==> src/design/egzd_pkg.sv <==
// ----------------------------------------------------------------------------
// egzd_pkg
// Shared widths, state codes and types for the Elias gamma zigzag decoder.
// ----------------------------------------------------------------------------
package egzd_pkg;

  localparam int CODE_BITS = 32;
  localparam int RUN_W     = 6;
  localparam int BYTE_W    = 8;
  localparam int CNT_W     = 3;

  localparam logic [RUN_W-1:0] RUN_LIMIT = RUN_W'(CODE_BITS);

  localparam logic [1:0] ST_IDLE  = 2'd0;
  localparam logic [1:0] ST_BITS  = 2'd1;
  localparam logic [1:0] ST_FLUSH = 2'd2;

  typedef struct packed {
    logic                 reading;
    logic [RUN_W-1:0]     zero_run;
    logic [RUN_W-1:0]     digits_left;
    logic [CODE_BITS-1:0] acc;
  } dec_state_t;

  typedef struct packed {
    logic                        emit;
    logic                        err;
    logic signed [CODE_BITS-1:0] value;
  } step_t;

endpackage

==> src/design/egzd_if.sv <==
// ----------------------------------------------------------------------------
// egzd_in_if / egzd_out_if
// Valid/ready channels for code bytes in and decoded values out.
// ----------------------------------------------------------------------------
interface egzd_in_if;
  logic                        valid;
  logic                        ready;
  logic [egzd_pkg::BYTE_W-1:0] data_byte;
  logic                        stream_start;

  modport source (output valid, output data_byte, output stream_start, input ready);
  modport sink (input valid, input data_byte, input stream_start, output ready);
endinterface

interface egzd_out_if;
  logic                                  valid;
  logic                                  ready;
  logic signed [egzd_pkg::CODE_BITS-1:0] decoded_value;
  logic                                  too_long;
  logic                                  last_of_byte;

  modport source (output valid, output decoded_value, output too_long,
                  output last_of_byte, input ready);
  modport sink (input valid, input decoded_value, input too_long,
                input last_of_byte, output ready);
endinterface

==> src/design/elias_gamma_zigzag_decoder_top.sv <==
// ----------------------------------------------------------------------------
// elias_gamma_zigzag_decoder_top
// Byte-fed Elias gamma decoder, inverse zigzag, one bit/cycle unless stalled.
// ----------------------------------------------------------------------------
//   channel  dir  request
//   in_ch    in   data_byte, stream_start
//   out_ch   out  decoded_value, too_long, last_of_byte
//
// A byte passes through accept, eight bit steps through the shared bit unit
// and one flush of the held result. A bit step that finishes a value and
// the flush wait while out_ch holds a stalled result.
// A finished value is held until the next one or the flush, so that the last
// one of a byte can be marked. rst (synchronous) clears the decoder state
// and the sequencer. in_ch is ready only between bytes.
module elias_gamma_zigzag_decoder_top (
  input logic       clk,
  input logic       rst,
  egzd_in_if.sink   in_ch,
  egzd_out_if.source out_ch
);

  logic [1:0]                          state;
  logic [egzd_pkg::BYTE_W-1:0]         sr;
  logic [egzd_pkg::CNT_W-1:0]          cnt;
  egzd_pkg::dec_state_t                dec;
  egzd_pkg::dec_state_t                dec_next;
  egzd_pkg::step_t                     step;
  logic                                pv;
  logic signed [egzd_pkg::CODE_BITS-1:0] pval;
  logic                                perr;
  logic                                ov;
  logic signed [egzd_pkg::CODE_BITS-1:0] oval;
  logic                                oerr;
  logic                                olast;
  logic                                can_push;
  logic                                stall;
  logic                                out_load;

  egzd_bit_unit u_bit (
    .cur    (dec),
    .bit_in (sr[egzd_pkg::BYTE_W-1]),
    .nxt    (dec_next),
    .step   (step)
  );

  assign in_ch.ready          = (state == egzd_pkg::ST_IDLE);
  assign out_ch.valid         = ov;
  assign out_ch.decoded_value = oval;
  assign out_ch.too_long      = oerr;
  assign out_ch.last_of_byte  = olast;

  assign can_push = !ov || out_ch.ready;
  assign stall    = step.emit && pv && !can_push;
  assign out_load = (state == egzd_pkg::ST_BITS && !stall && step.emit && pv)
                 || (state == egzd_pkg::ST_FLUSH && pv && can_push);

  always_ff @(posedge clk) begin
    if (rst) begin
      state <= egzd_pkg::ST_IDLE;
      cnt   <= '0;
      dec   <= '0;
      pv    <= 1'b0;
      ov    <= 1'b0;
    end else begin
      if (out_load) begin
        ov <= 1'b1;
      end else if (out_ch.ready) begin
        ov <= 1'b0;
      end
      unique case (state)
        egzd_pkg::ST_IDLE: begin
          if (in_ch.valid) begin
            sr    <= in_ch.data_byte;
            cnt   <= '0;
            state <= egzd_pkg::ST_BITS;
            if (in_ch.stream_start) begin
              dec <= '0;
            end
          end
        end
        egzd_pkg::ST_BITS: begin
          if (!stall) begin
            dec <= dec_next;
            sr  <= sr << 1;
            cnt <= cnt + 1'b1;
            if (step.emit) begin
              if (pv) begin
                oval  <= pval;
                oerr  <= perr;
                olast <= 1'b0;
              end
              pv   <= 1'b1;
              pval <= step.value;
              perr <= step.err;
            end
            if (cnt == '1) begin
              state <= egzd_pkg::ST_FLUSH;
            end
          end
        end
        egzd_pkg::ST_FLUSH: begin
          if (!pv) begin
            state <= egzd_pkg::ST_IDLE;
          end else if (can_push) begin
            oval  <= pval;
            oerr  <= perr;
            olast <= 1'b1;
            pv    <= 1'b0;
            state <= egzd_pkg::ST_IDLE;
          end
        end
        default: begin
          state <= egzd_pkg::ST_IDLE;
        end
      endcase
    end
  end

endmodule

==> src/design/egzd_bit_unit.sv <==
// ----------------------------------------------------------------------------
// egzd_bit_unit
// Advances the decoder state by one code bit and reports any finished value.
// ----------------------------------------------------------------------------
module egzd_bit_unit (
  input  egzd_pkg::dec_state_t cur,
  input  logic                 bit_in,
  output egzd_pkg::dec_state_t nxt,
  output egzd_pkg::step_t      step
);

  logic [egzd_pkg::RUN_W-1:0]     run_inc;
  logic [egzd_pkg::RUN_W-1:0]     dl_dec;
  logic [egzd_pkg::CODE_BITS-1:0] acc_sh;
  logic [egzd_pkg::CODE_BITS-1:0] half;

  assign run_inc = cur.zero_run + 1'b1;
  assign dl_dec  = cur.digits_left - 1'b1;
  assign acc_sh  = {cur.acc[egzd_pkg::CODE_BITS-2:0], bit_in};
  assign half    = acc_sh >> 1;

  always_comb begin
    nxt  = cur;
    step = '0;
    if (!cur.reading) begin
      if (!bit_in) begin
        if (run_inc >= egzd_pkg::RUN_LIMIT) begin
          nxt       = '0;
          step.emit = 1'b1;
          step.err  = 1'b1;
        end else begin
          nxt.zero_run = run_inc;
        end
      end else if (cur.zero_run == '0) begin
        step.emit = 1'b1;
      end else begin
        nxt.reading     = 1'b1;
        nxt.digits_left = cur.zero_run;
        nxt.acc         = egzd_pkg::CODE_BITS'(1);
      end
    end else begin
      nxt.acc         = acc_sh;
      nxt.digits_left = dl_dec;
      if (dl_dec == '0) begin
        nxt        = '0;
        step.emit  = 1'b1;
        step.value = acc_sh[0] ? half : (~half + 1'b1);
      end
    end
  end

endmodule

==> src/flat_wrapper.sv <==
// flat-port wrapper written by rule: the top's interface ports become plain ports
module elias_gamma_zigzag_decoder_top_flat 
  (clk, rst, in_ch_valid, in_ch_data_byte, in_ch_stream_start, in_ch_ready, out_ch_valid, out_ch_decoded_value, out_ch_too_long, out_ch_last_of_byte, out_ch_ready);
  egzd_in_if in_ch_i ();
  egzd_out_if out_ch_i ();
  input logic clk;
  input logic rst;
  input wire logic [$bits(in_ch_i.valid)-1:0] in_ch_valid;
  input wire logic [$bits(in_ch_i.data_byte)-1:0] in_ch_data_byte;
  input wire logic [$bits(in_ch_i.stream_start)-1:0] in_ch_stream_start;
  output wire logic [$bits(in_ch_i.ready)-1:0] in_ch_ready;
  output wire logic [$bits(out_ch_i.valid)-1:0] out_ch_valid;
  output wire logic [$bits(out_ch_i.decoded_value)-1:0] out_ch_decoded_value;
  output wire logic [$bits(out_ch_i.too_long)-1:0] out_ch_too_long;
  output wire logic [$bits(out_ch_i.last_of_byte)-1:0] out_ch_last_of_byte;
  input wire logic [$bits(out_ch_i.ready)-1:0] out_ch_ready;
  assign in_ch_i.valid = in_ch_valid;
  assign in_ch_i.data_byte = in_ch_data_byte;
  assign in_ch_i.stream_start = in_ch_stream_start;
  assign in_ch_ready = in_ch_i.ready;
  assign out_ch_valid = out_ch_i.valid;
  assign out_ch_decoded_value = out_ch_i.decoded_value;
  assign out_ch_too_long = out_ch_i.too_long;
  assign out_ch_last_of_byte = out_ch_i.last_of_byte;
  assign out_ch_i.ready = out_ch_ready;
  elias_gamma_zigzag_decoder_top u_core (.clk(clk), .rst(rst), .in_ch(in_ch_i), .out_ch(out_ch_i));
endmodule
==> config.mk <==
export PLATFORM = sky130hd
export DESIGN_NAME = elias_gamma_zigzag_decoder_top_flat
export DESIGN_NICKNAME = d
export VERILOG_FILES = /design/src/design/egzd_pkg.sv /design/src/design/egzd_if.sv /design/src/design/elias_gamma_zigzag_decoder_top.sv /design/src/design/egzd_bit_unit.sv /design/src/flat_wrapper.sv
export SDC_FILE = /design/constraint.sdc
export NUM_CORES = 1
export LEC_CHECK = 0
export BUFFER_PORTS_ARGS = -buffer_cell sky130_fd_sc_hd__buf_2
export CORE_MARGIN = 5
export CORE_UTILIZATION = 40
export CTS_CLUSTER_DIAMETER = 80
export DETAILED_ROUTE_END_ITERATION = 10
export PLACE_DENSITY_LB_ADDON = 0.05
export SKIP_CTS_REPAIR_TIMING = 1
export SLEW_MARGIN = 40
export SYNTH_ARGS = -nofsm -noshare
export SYNTH_HDL_FRONTEND = slang
export SYNTH_SLANG_ARGS = --single-unit
==> constraint.sdc <==
create_clock -name clk -period 14.3 [get_ports clk]
set_input_delay 4.29 -clock clk [delete_from_list [all_inputs] [get_ports clk]]
set_output_delay 4.29 -clock clk [all_outputs]
set_load 0.005 [all_outputs]
==> results.md, run 1 <==
* Max-Cap Viols at 0
* Routed WL at 12.0 mm
* Outcome: finished, final reports clean
* Fin crit period at 5.74 ns
* Max VDD drop at 0.0790 mV
* Met2 wire length at 5.85 mm
* Utilization after layout at 47.3%
* DIE HEIGHT at 131 microns
* Starting DRT DRC Count at 138
* CTS Buf Count at 17
* DR WL/cell at 15.3 microns
* Clock root cell: clkbuf_16
* Die area at 0.0173 sq mm
* Worst Hold Class: reg2reg
* First-pass GRT wire length at 20.4 mm
* Slew Viols, Final at 0
* Antenna diodes at 0
* Fmax at 174 MHz
* Top FF cell, synth: edfxtp_1
* Synthesized area per cell at 10.8 sq um
* RSZ-0062 raised after global routing: false
* Largest stage delay on the critical path at 0.34 ns
* Synth Cell Area at 0.00590 sq mm
* Final Non-Filler Cells at 789
* CP max-delay cell: nor2_1
* Top delay family on crit path: simple AND/OR/NAND/NOR gates
* Critical Path AT at 5.85 ns
* Largest net degree at the start of global routing at 60
* Power Dens Cells at 128 mW/mm^2
* Number of synthesized flops with an enable pin at 75
* Post-Route Skew at 0.00736 ns
* Met3 WL at 485 microns
* Worst rel slew slack at 45.6%
* Worst skew pair latency at 0.41 ns
* Register area at 0.00327 sq mm
* Post-Place Worst Slack at 8.12 ns
* Buf/Inv on CP at 2
* Layout fillers at 1388
* Yosys warning count at 0
* Share of cells above drive strength 1 at 19.7%
* Clock transition at path regs at 0.05 ns
* Core area at 0.0145 sq mm
* Synth-to-layout area growth at 15.9%
* Seq cells post-synth at 126
* Fin worst setup slack at 8.56 ns
* Placed Cells incl. Taps at 756
* Global Route Usage Sum at 14.5%
* Syn Inst Count at 547
* WL met1 at 5.50 mm
* Final Power at 0.000875 W
* Most common cell after layout, fill and taps aside: edfxtp_1
* Vias in the first global route at 4007
* Yosys cell types at 56
* Longest Clk Path Bufs at 2
* Crit-path max FO at 34
* Total Neg Setup Slack at 0 ns
* Lkg Pwr at 2.27 nW
* Worst setup EP type: register
* Uppermost routed layer: met4
* Detailed placer's ending HPWL at 7.84 mm
* Final nets at 615
* Ys async rst share at 0%
* Vias at 4140
* Actual slew at the worst max-slew pin at 0.816 ns
* Final hold vios at 0
* I/O pins at 49
* Chip Width at 131 microns
* Antenna violations before repair at 0
* Final antenna-violating net count at 0
* # H-tree levels at 4
* Req. time, crit path at 14.41 ns
* # clock sinks at 126
* Register area share after synthesis at 55.5%
* GP Congestion at 0.841
* First-pass iteration count of the detailed router at 5
* FP Rows at 44
* Area of the multi-input gates at 0.00242 sq mm
* Initial core utilization at 40.8%
* Vias/cell at 5.25
* Syn nets at 570
* Most frequent cells in the layout: edfxtp_1, nor2_1, dfxtp_1
* IO buf count at 48
* Period utilization at 40.1%
* Crit Path Category: in2reg
* Setup violators final at 0
* DRC at 0
* Grt total ovfl at 0
* CTS tree: built
* Startpoint types: primary input
* CP cell instances: buf_2, nor2b_1, nand2_1, nor2_1, a21o_1, nor4_2, buf_4
cell usage after synthesis, types with 7 or more instances:
| cell type | number | area (sq um) |
|---|---|---|
| o21ai_1 | 16 | 80.1 |
| o31ai_1 | 10 | 75.1 |
| a21oi_1 | 32 | 160 |
| edfxtp_1 | 75 | 2250 |
| nand2b_1 | 36 | 225 |
| nand2_1 | 18 | 67.6 |
| o21ai_2 | 10 | 87.6 |
| ha_1 | 10 | 125 |
| mux2_2 | 8 | 90.1 |
| nor2b_1 | 8 | 50.1 |
| inv_1 | 16 | 60.1 |
| nand4_1 | 7 | 43.8 |
| nor3_1 | 12 | 60.1 |
| clkbuf_1 | 20 | 75.1 |
| xnor2_1 | 26 | 228 |
| o21ai_0 | 16 | 80.1 |
| nor2_1 | 58 | 218 |
| nand3_2 | 10 | 100 |
| nand3_1 | 26 | 130 |
| dfxtp_1 | 51 | 1020 |
registers in the layout (all words and copies together) (netlist names):
| name | flops |
|---|---|
| u_core.out_ch.decoded_value | 32 |
| u_core.pv | 1 |
| u_core.sr | 8 |
| u_core.out_ch.last_of_byte | 1 |
| u_core.dec | 44 |
| u_core.out_ch.valid | 1 |
| u_core.out_ch.too_long | 1 |
| u_core.state | 2 |
| u_core.pval | 32 |
| u_core.perr | 1 |
| u_core.cnt | 3 |
final cells by class:
type	instances	share of cell area (%)
sequential	126	47.8
multi-input combinational	374	35.4
tap	184	3.36
inverter	17	0.933
clock inverter	8	0.987
clock buffer	24	6.75
timing repair buffer	56	4.72
where the power goes:
| part | switching, W | total, W | internal, W |
|---|---|---|---|
| Combinational | 0.0000548 | 0.0000820 | 0.0000272 |
| Clock | 0.000144 | 0.000385 | 0.000241 |
| Sequential | 0.00000484 | 0.000408 | 0.000403 |
| Total | 0.000204 | 0.000875 | 0.000671 |
path summary, 6_finish.rpt:
kind / to / from / slack [ns] / cells after the start
max: u_core.out_ch.decoded_value[22]$_DFFE_PP_ / out_ch_ready / 8.56 / 7
min: u_core.out_ch.decoded_value[10]$_DFFE_PP_ / u_core.pval[10]$_SDFFCE_PN0P_ / 0.41 / 0
max reg2reg: u_core.out_ch.decoded_value[22]$_DFFE_PP_ / u_core.dec[32]$_SDFFE_PP0P_ / 10.94 / 9
min reg2reg: u_core.out_ch.decoded_value[10]$_DFFE_PP_ / u_core.pval[10]$_SDFFCE_PN0P_ / 0.41 / 0
logic make-up (layout without fill, tap and decap cells):
kind of cell / after synthesis / in the layout / synth area share (%)
AO/OA/AOI/OAI: 117 / 117 / 12.8
adder cells (fa/ha/maj): 10 / 10 / 2.12
AND/OR/NAND/NOR: 205 / 205 / 19.0
flip-flops: 126 / 126 / 55.5
multiplexers: 11 / 11 / 2.04
XOR/XNOR: 31 / 31 / 4.60
buffers and inverters: 47 / 105 / 3.96
stage by stage:
step / hold slack (ns) / instance area (sq um)
detailed placement: 0.405 / 6290
global route: 0.420 / 6840
CTS: 0.414 / 6820
global placement: 0.403 / 6280
finish: 0.412 / 6840
floorplan: 0.400 / 5900
layer usage:
layer	up-vias	global-route usage (%)
met3	16	3.82
met2	79	23.4
li1	2079	-
met1	1966	18.4
met5	-	0
met4	0	6.11
No activity file was read; power rests on OpenSTA's default activity.
==> inputs of run 2 (changes only) <==
Clock period 14.3 ns to 5.8 ns, I/O delays scaled along.
==> results.md, run 2 (synthesis gave the netlist of run 1 again) <==
* CTS Buf Count at 17 (unchanged)
* Vias in the first global route at 4150 (+3.6%)
* Fin crit period at 3.26 ns
* Post-Place Worst Slack at 1.89 ns (-6.23 ns)
* Vias/cell at 5.25 (about the same)
* Gate power share at 8.7% (-0.7 points)
* Worst rel slew slack at 51.8% (+6.3 points)
* Sw frac at 22.1% (-1.1 points)
* FF-to-FF setup slack at 2.68 ns (-8.26 ns)
* Routed WL at 11.8 mm (-2.0%)
* Largest net degree at the start of global routing at 60 (unchanged)
* Post-Route Skew at 0.0123 ns (+0.00491 ns)
* Grt total ovfl at 0 (unchanged)
* Fmax at 307 MHz
* DRC at 0 (unchanged)
* Worst setup EP type: register
* Clock root cell: clkbuf_16
* Core area at 0.0145 sq mm (unchanged)
* # clock sinks at 126 (unchanged)
* Final nets at 614 (-0.16%)
* DIE HEIGHT at 131 microns (unchanged)
* Cell-internal power at 0.00182 W (+170%)
* Most frequent cells in the layout: edfxtp_1, nor2_1, dfxtp_1
* Max-Cap Viols at 0 (unchanged)
* IO buf count at 48 (unchanged)
* Area of the multi-input gates at 0.00243 sq mm (+0.36%)
* Slew Viols, Final at 0 (unchanged)
* I/O pins at 49 (unchanged)
* Longest Clk Path Bufs at 2 (unchanged)
* Initial core utilization at 40.8% (unchanged)
* Top reg by flops: u_core.dec
* Hold depth at 0 (unchanged)
* Req. time, crit path at 5.90 ns (-8.51 ns)
* Worst Hold Class: reg2reg
* Period utilization at 56.2%
* Startpoint types: primary input
* Hold_sp: u_core.pval[9]$_SDFFCE_PN0P_
* Final antenna-violating net count at 0 (unchanged)
* Antenna diodes at 0 (unchanged)
* Final hold vios at 0 (unchanged)
* RSZ-0062 raised after global routing: false
* Chip Width at 131 microns (unchanged)
* Worst r2r path cells at 7 (-2)
* Die area at 0.0173 sq mm (unchanged)
* Synth-to-layout area growth at 17.6%
* GP Congestion at 0.789 (-6.3%)
* Max reg flops at 44 (unchanged)
* Setup violators final at 0 (unchanged)
* Outcome: finished, final reports clean
* Starting DRT DRC Count at 302 (+120%)
* First-pass iteration count of the detailed router at 4 (-1)
* CTS tree: built
* Vias at 4136 (-0.097%)
* Total Neg Setup Slack at 0 ns (unchanged)
* Clock transition at path regs at 0.05 ns (about the same)
* Lkg Pwr at 2.30 nW (+1.6%)
* P_sw at 0.000519 W (+150%)
* Clk pwr share at 48.4% (+4.4 points)
* R2R Path End: u_core.out_ch.decoded_value[11]$_DFFE_PP_
* Fin worst setup slack at 2.54 ns (-6.02 ns)
* Crit-path max FO at 34 (unchanged)
* Share of cells above drive strength 1 at 20.0% (+0.36 points)
* Worst skew pair latency at 0.41 ns (about the same)
* Global Route Usage Sum at 14.2% (-0.31 points)
* Layout fillers at 1351 (-2.7%)
* Sequential share of power at 42.9% (-3.7 points)
* Actual slew at the worst max-slew pin at 0.712 ns (-0.103 ns)
* Power Dens Cells at 338 mW/mm^2 (+160%)
* Crit Path Category: in2reg
* Most common cell after layout, fill and taps aside: edfxtp_1
* # H-tree levels at 4 (unchanged)
* Utilization after layout at 47.9% (+0.66 points)
* FP Rows at 44 (unchanged)
* Detailed placer's ending HPWL at 7.59 mm (-3.1%)
* Register area at 0.00327 sq mm (about the same)
* Reg-to-Reg Start: u_core.sr[7]$_DFFE_PP_
* Hold endpoint: u_core.out_ch.decoded_value[9]$_DFFE_PP_
* First-pass GRT wire length at 20.4 mm (-0.10%)
* Antenna violations before repair at 0 (unchanged)
* Max VDD drop at 0.170 mV (+120%)
* Critical Path AT at 3.36 ns (-2.49 ns)
* DR WL/cell at 15.0 microns (-1.9%)
-- run 2: layout make-up --
| class | count | area share [%] |
|---|---|---|
| clock inverters | 11 | 2.72 |
| repair buffers | 55 | 4.44 |
| multi-input cells | 374 | 35.1 |
| well taps | 184 | 3.32 |
| flip-flops and latches | 126 | 47.2 |
| clock buffers | 21 | 6.35 |
| inverters | 17 | 0.920 |
-- run 2: how the worst max path moves through the flow --
stage	start	to	slack, ns	cells after the start
2_1_floorplan	rst	u_core.perr$_SDFFCE_PN0P_	0.73	4
3_3_place_gp	out_ch_ready	u_core.dec[0]$_SDFFE_PP0P_	1.90	8
3_5_place_dp	out_ch_ready	u_core.dec[0]$_SDFFE_PP0P_	1.89	8
4_1_cts	out_ch_ready	u_core.dec[0]$_SDFFE_PP0P_	2.31	8
5_1_grt	out_ch_ready	u_core.out_ch.decoded_value[11]$_DFFE_PP_	2.39	7
6_report	out_ch_ready	u_core.out_ch.decoded_value[11]$_DFFE_PP_	2.54	7
-- run 2: metal layers --
metal	part of all wire [%]	global-route usage, %	vias up
met2	49	23.3	66
met4	1.4	5.94	0
met3	3.6	3.67	9
met5	0	0	-
met1	46	17.7	1982
li1	-	-	2079
-- run 2: power groups by stage --
| stage | logic (W) | clock network [W] | registers (W) |
|---|---|---|---|
| after floorplan | 0.000148 | 0 | 0.00103 |
| after global placement | 0.000202 | 0 | 0.00102 |
| after detailed placement | 0.000205 | 0 | 0.00102 |
| after CTS | 0.000206 | 0.00116 | 0.00101 |
| after global routing | 0.000227 | 0.00120 | 0.00101 |
| final | 0.000203 | 0.00113 | 0.00101 |
-- run 2: worst max-delay path, stage by stage --
cell and delay [ns]:
buf_2 0.09, nor2b_1 0.34, nand2_1 0.14, nor2_1 0.33
a21o_1 0.32, nor4_4 0.07, buf_4 0.29
-- run 2: stage by stage --
step | power [W] | std cells | area (sq um) | hold slack, ns
2_1_floorplan | 0.00118 | 547 | 5910 | 0.400
3_3_place_gp | 0.00122 | 755 | 6290 | 0.401
3_5_place_dp | 0.00123 | 755 | 6300 | 0.405
4_1_cts | 0.00237 | 787 | 6930 | 0.416
5_1_grt | 0.00244 | 788 | 6940 | 0.421
6_report | 0.00234 | 788 | 6940 | 0.414
==> inputs of run 3 (changes only) <==
Clock period 5.8 ns to 2.7 ns, I/O delays scaled along.
==> results.md, run 3 (synthesis gave the netlist of run 1 again) <==
* Dpl cell area at 0.00659 sq mm (+4.6%)
* Actual slew at the worst max-slew pin at 0.611 ns (-0.102 ns)
* # H-tree levels at 4 (unchanged)
* DRC at 0 (unchanged)
* Most Frequent Cell on Critical Path: nand2_2
* Detailed placer's ending HPWL at 8.20 mm (+8.1%)
* Routed WL at 12.2 mm (+3.3%)
* Max-Cap Viols at 0 (unchanged)
* Initial core utilization at 40.8% (unchanged)
* Final Power at 0.00510 W (+120%)
* CTS tree: built
* I/O pins at 49 (unchanged)
* P_sw at 0.00121 W (+130%)
* CP max-delay cell: or3b_4
* Fmax at 401 MHz
* Outcome: finished, final reports clean
* Lkg Pwr at 2.46 nW (+6.9%)
* Sequential share of power at 42.4% (-0.5 points)
* Die area at 0.0173 sq mm (unchanged)
* Slew Viols, Final at 0 (unchanged)
* Final nets at 642 (+4.6%)
* FF-to-FF setup slack at 0.20 ns (-2.48 ns)
* Cell-internal power at 0.00389 W (+110%)
* First-pass GRT wire length at 20.8 mm (+2.2%)
* IO buf count at 48 (unchanged)
* R2R Path End: u_core.out_ch.decoded_value[6]$_DFFE_PP_
* Critical Path Start: u_core.dec[32]$_SDFFE_PP0P_
* Area of the multi-input gates at 0.00247 sq mm (+1.7%)
* RSZ-0062 raised after global routing: false
* Power Dens Cells at 705 mW/mm^2 (+110%)
* Gate power share at 10.0% (+1.3 points)
* Core area at 0.0145 sq mm (unchanged)
* Antenna diodes at 0 (unchanged)
* Vias at 4233 (+2.3%)
* Vias/cell at 5.19 (-1.2%)
* Max VDD drop at 0.407 mV (+140%)
* CTS Buf Count at 17 (unchanged)
* DIE HEIGHT at 131 microns (unchanged)
* First-pass iteration count of the detailed router at 4 (unchanged)
* Most frequent cells in the layout: edfxtp_1, nor2_1, dfxtp_1
* Clock root cell: clkbuf_16
* Worst skew pair latency at 0.42 ns (about the same)
* Final hold vios at 0 (unchanged)
* Clock transition at path regs at 0.06 ns (about the same)
* Worst rel slew slack at 59.1% (+7.2 points)
* Most common cell after layout, fill and taps aside: edfxtp_1
* DR WL/cell at 14.9 microns (-0.29%)
* Top reg by flops: u_core.dec
* CP cell instances: ha_1, or3b_4, nor4b_4, nand2_2, nand2_2, o221ai_4, nor4_4, buf_12
* Crit-path max FO at 34 (unchanged)
* Req. time, crit path at 2.81 ns (-3.09 ns)
* Crit Path Category: reg2reg
* Largest stage delay on the critical path at 0.41 ns (+0.07 ns)
* Share of cells above drive strength 1 at 25.5% (+5.4 points)
* Setup violators final at 0 (unchanged)
* Grt total ovfl at 0 (unchanged)
* Longest Clk Path Bufs at 2 (unchanged)
* # clock sinks at 126 (unchanged)
* Register area at 0.00327 sq mm (unchanged)
* Synth-to-layout area growth at 22.7%
* Vias in the first global route at 4224 (+1.8%)
* Post-Route Skew at 0.00591 ns (-0.00635 ns)
* Starting DRT DRC Count at 147 (-51%)
* Fin crit period at 2.50 ns
* Final antenna-violating net count at 0 (unchanged)
* Antenna violations before repair at 0 (unchanged)
* Critical path endpoint: u_core.out_ch.decoded_value[6]$_DFFE_PP_
* Startpoint types: register
* Reg-to-Reg Start: u_core.dec[32]$_SDFFE_PP0P_
* Max reg flops at 44 (unchanged)
* Layout fillers at 1346 (-0.37%)
* Final instance area at 0.00724 sq mm (+4.4%)
* Clk pwr share at 47.7% (-0.7 points)
* Critical Path AT at 2.60 ns (-0.76 ns)
* Period utilization at 92.4%
* FP Rows at 44 (unchanged)
* Worst r2r path cells at 8 (+1)
* Largest net degree at the start of global routing at 36 (-40%)
* Chip Width at 131 microns (unchanged)
* Global Route Usage Sum at 14.6% (+0.43 points)
* GP Congestion at 0.764 (-3.1%)
* Worst setup EP type: register
* Sw frac at 23.8% (+1.6 points)
* Worst Hold Class: reg2reg
==> run 3: cell count changes in the layout (fill, tap and decap cells not counted), moves of 2 or more <==
cell        before  now
buf_12           1    5
buf_4            7   30
clkbuf_1         4    0
clkinv_4         1    3
clkinvlp_4       1    3
inv_6            1    4
nand2_1         18   16
nand2_2          0    2
==> run 3: metal layers <==
metal	global-route usage [%]	routed length, microns	up-vias
met3	3.67	438	18
met1	18.7	5560	2009
met2	23.7	5960	81
met4	5.89	223	0
met5	0	0	-
li1	-	-	2125
==> run 3: metrics by stage <==
stage                     TNS [ns]  setup slack, ns  cells  util (%)  hold WS, ns
after global placement           0          0.00213    782      45.5        0.401
after CTS                   -0.368          -0.0429    814      49.9        0.418
after detailed placement    -0.150          -0.0317    782      45.5        0.405
final                            0            0.204    816      50.0        0.417
after global routing             0           0.0585    816      50.0        0.422
after floorplan             -17.85           -0.419    547         -        0.400
==> run 3: worst min-delay path by stage <==
stage / to / depth (start not counted) / start
6_report: u_core.out_ch.decoded_value[30]$_DFFE_PP_ / 0 / u_core.pval[30]$_SDFFCE_PN0P_
5_1_grt: u_core.out_ch.decoded_value[23]$_DFFE_PP_ / 0 / u_core.pval[23]$_SDFFCE_PN0P_
4_1_cts: u_core.out_ch.decoded_value[23]$_DFFE_PP_ / 0 / u_core.pval[23]$_SDFFCE_PN0P_
3_5_place_dp: u_core.out_ch.decoded_value[17]$_DFFE_PP_ / 0 / u_core.pval[17]$_SDFFCE_PN0P_
3_3_place_gp: u_core.out_ch.decoded_value[12]$_DFFE_PP_ / 0 / u_core.pval[12]$_SDFFCE_PN0P_
2_1_floorplan: u_core.out_ch.decoded_value[0]$_DFFE_PP_ / 0 / u_core.pval[0]$_SDFFCE_PN0P_
==> run 3: critical path, delay by kind of cell, from the launching register on <==
family          cells  cell delay, ns
buf+inv             1            0.25
flops               1            0.38
compound gates      1            0.12
simple gates        5            1.23
fa+ha+maj           1            0.17
==> run 3: final cells by class <==
| class | count | area share (%) |
|---|---|---|
| sequential | 126 | 45.2 |
| multi-input combinational | 374 | 34.2 |
| timing repair buffer | 83 | 7.81 |
| clock buffer | 17 | 5.87 |
| tap | 184 | 3.18 |
| clock inverter | 15 | 2.89 |
| inverter | 17 | 0.881 |
==> run 3: power by group through the flow <==
stage | clock network, W | registers, W | logic, W
3_3_place_gp | 0 | 0.00220 | 0.000501
6_report | 0.00243 | 0.00216 | 0.000508
5_1_grt | 0.00258 | 0.00217 | 0.000564
2_1_floorplan | 0 | 0.00220 | 0.000336
4_1_cts | 0.00249 | 0.00216 | 0.000510
3_5_place_dp | 0 | 0.00220 | 0.000508
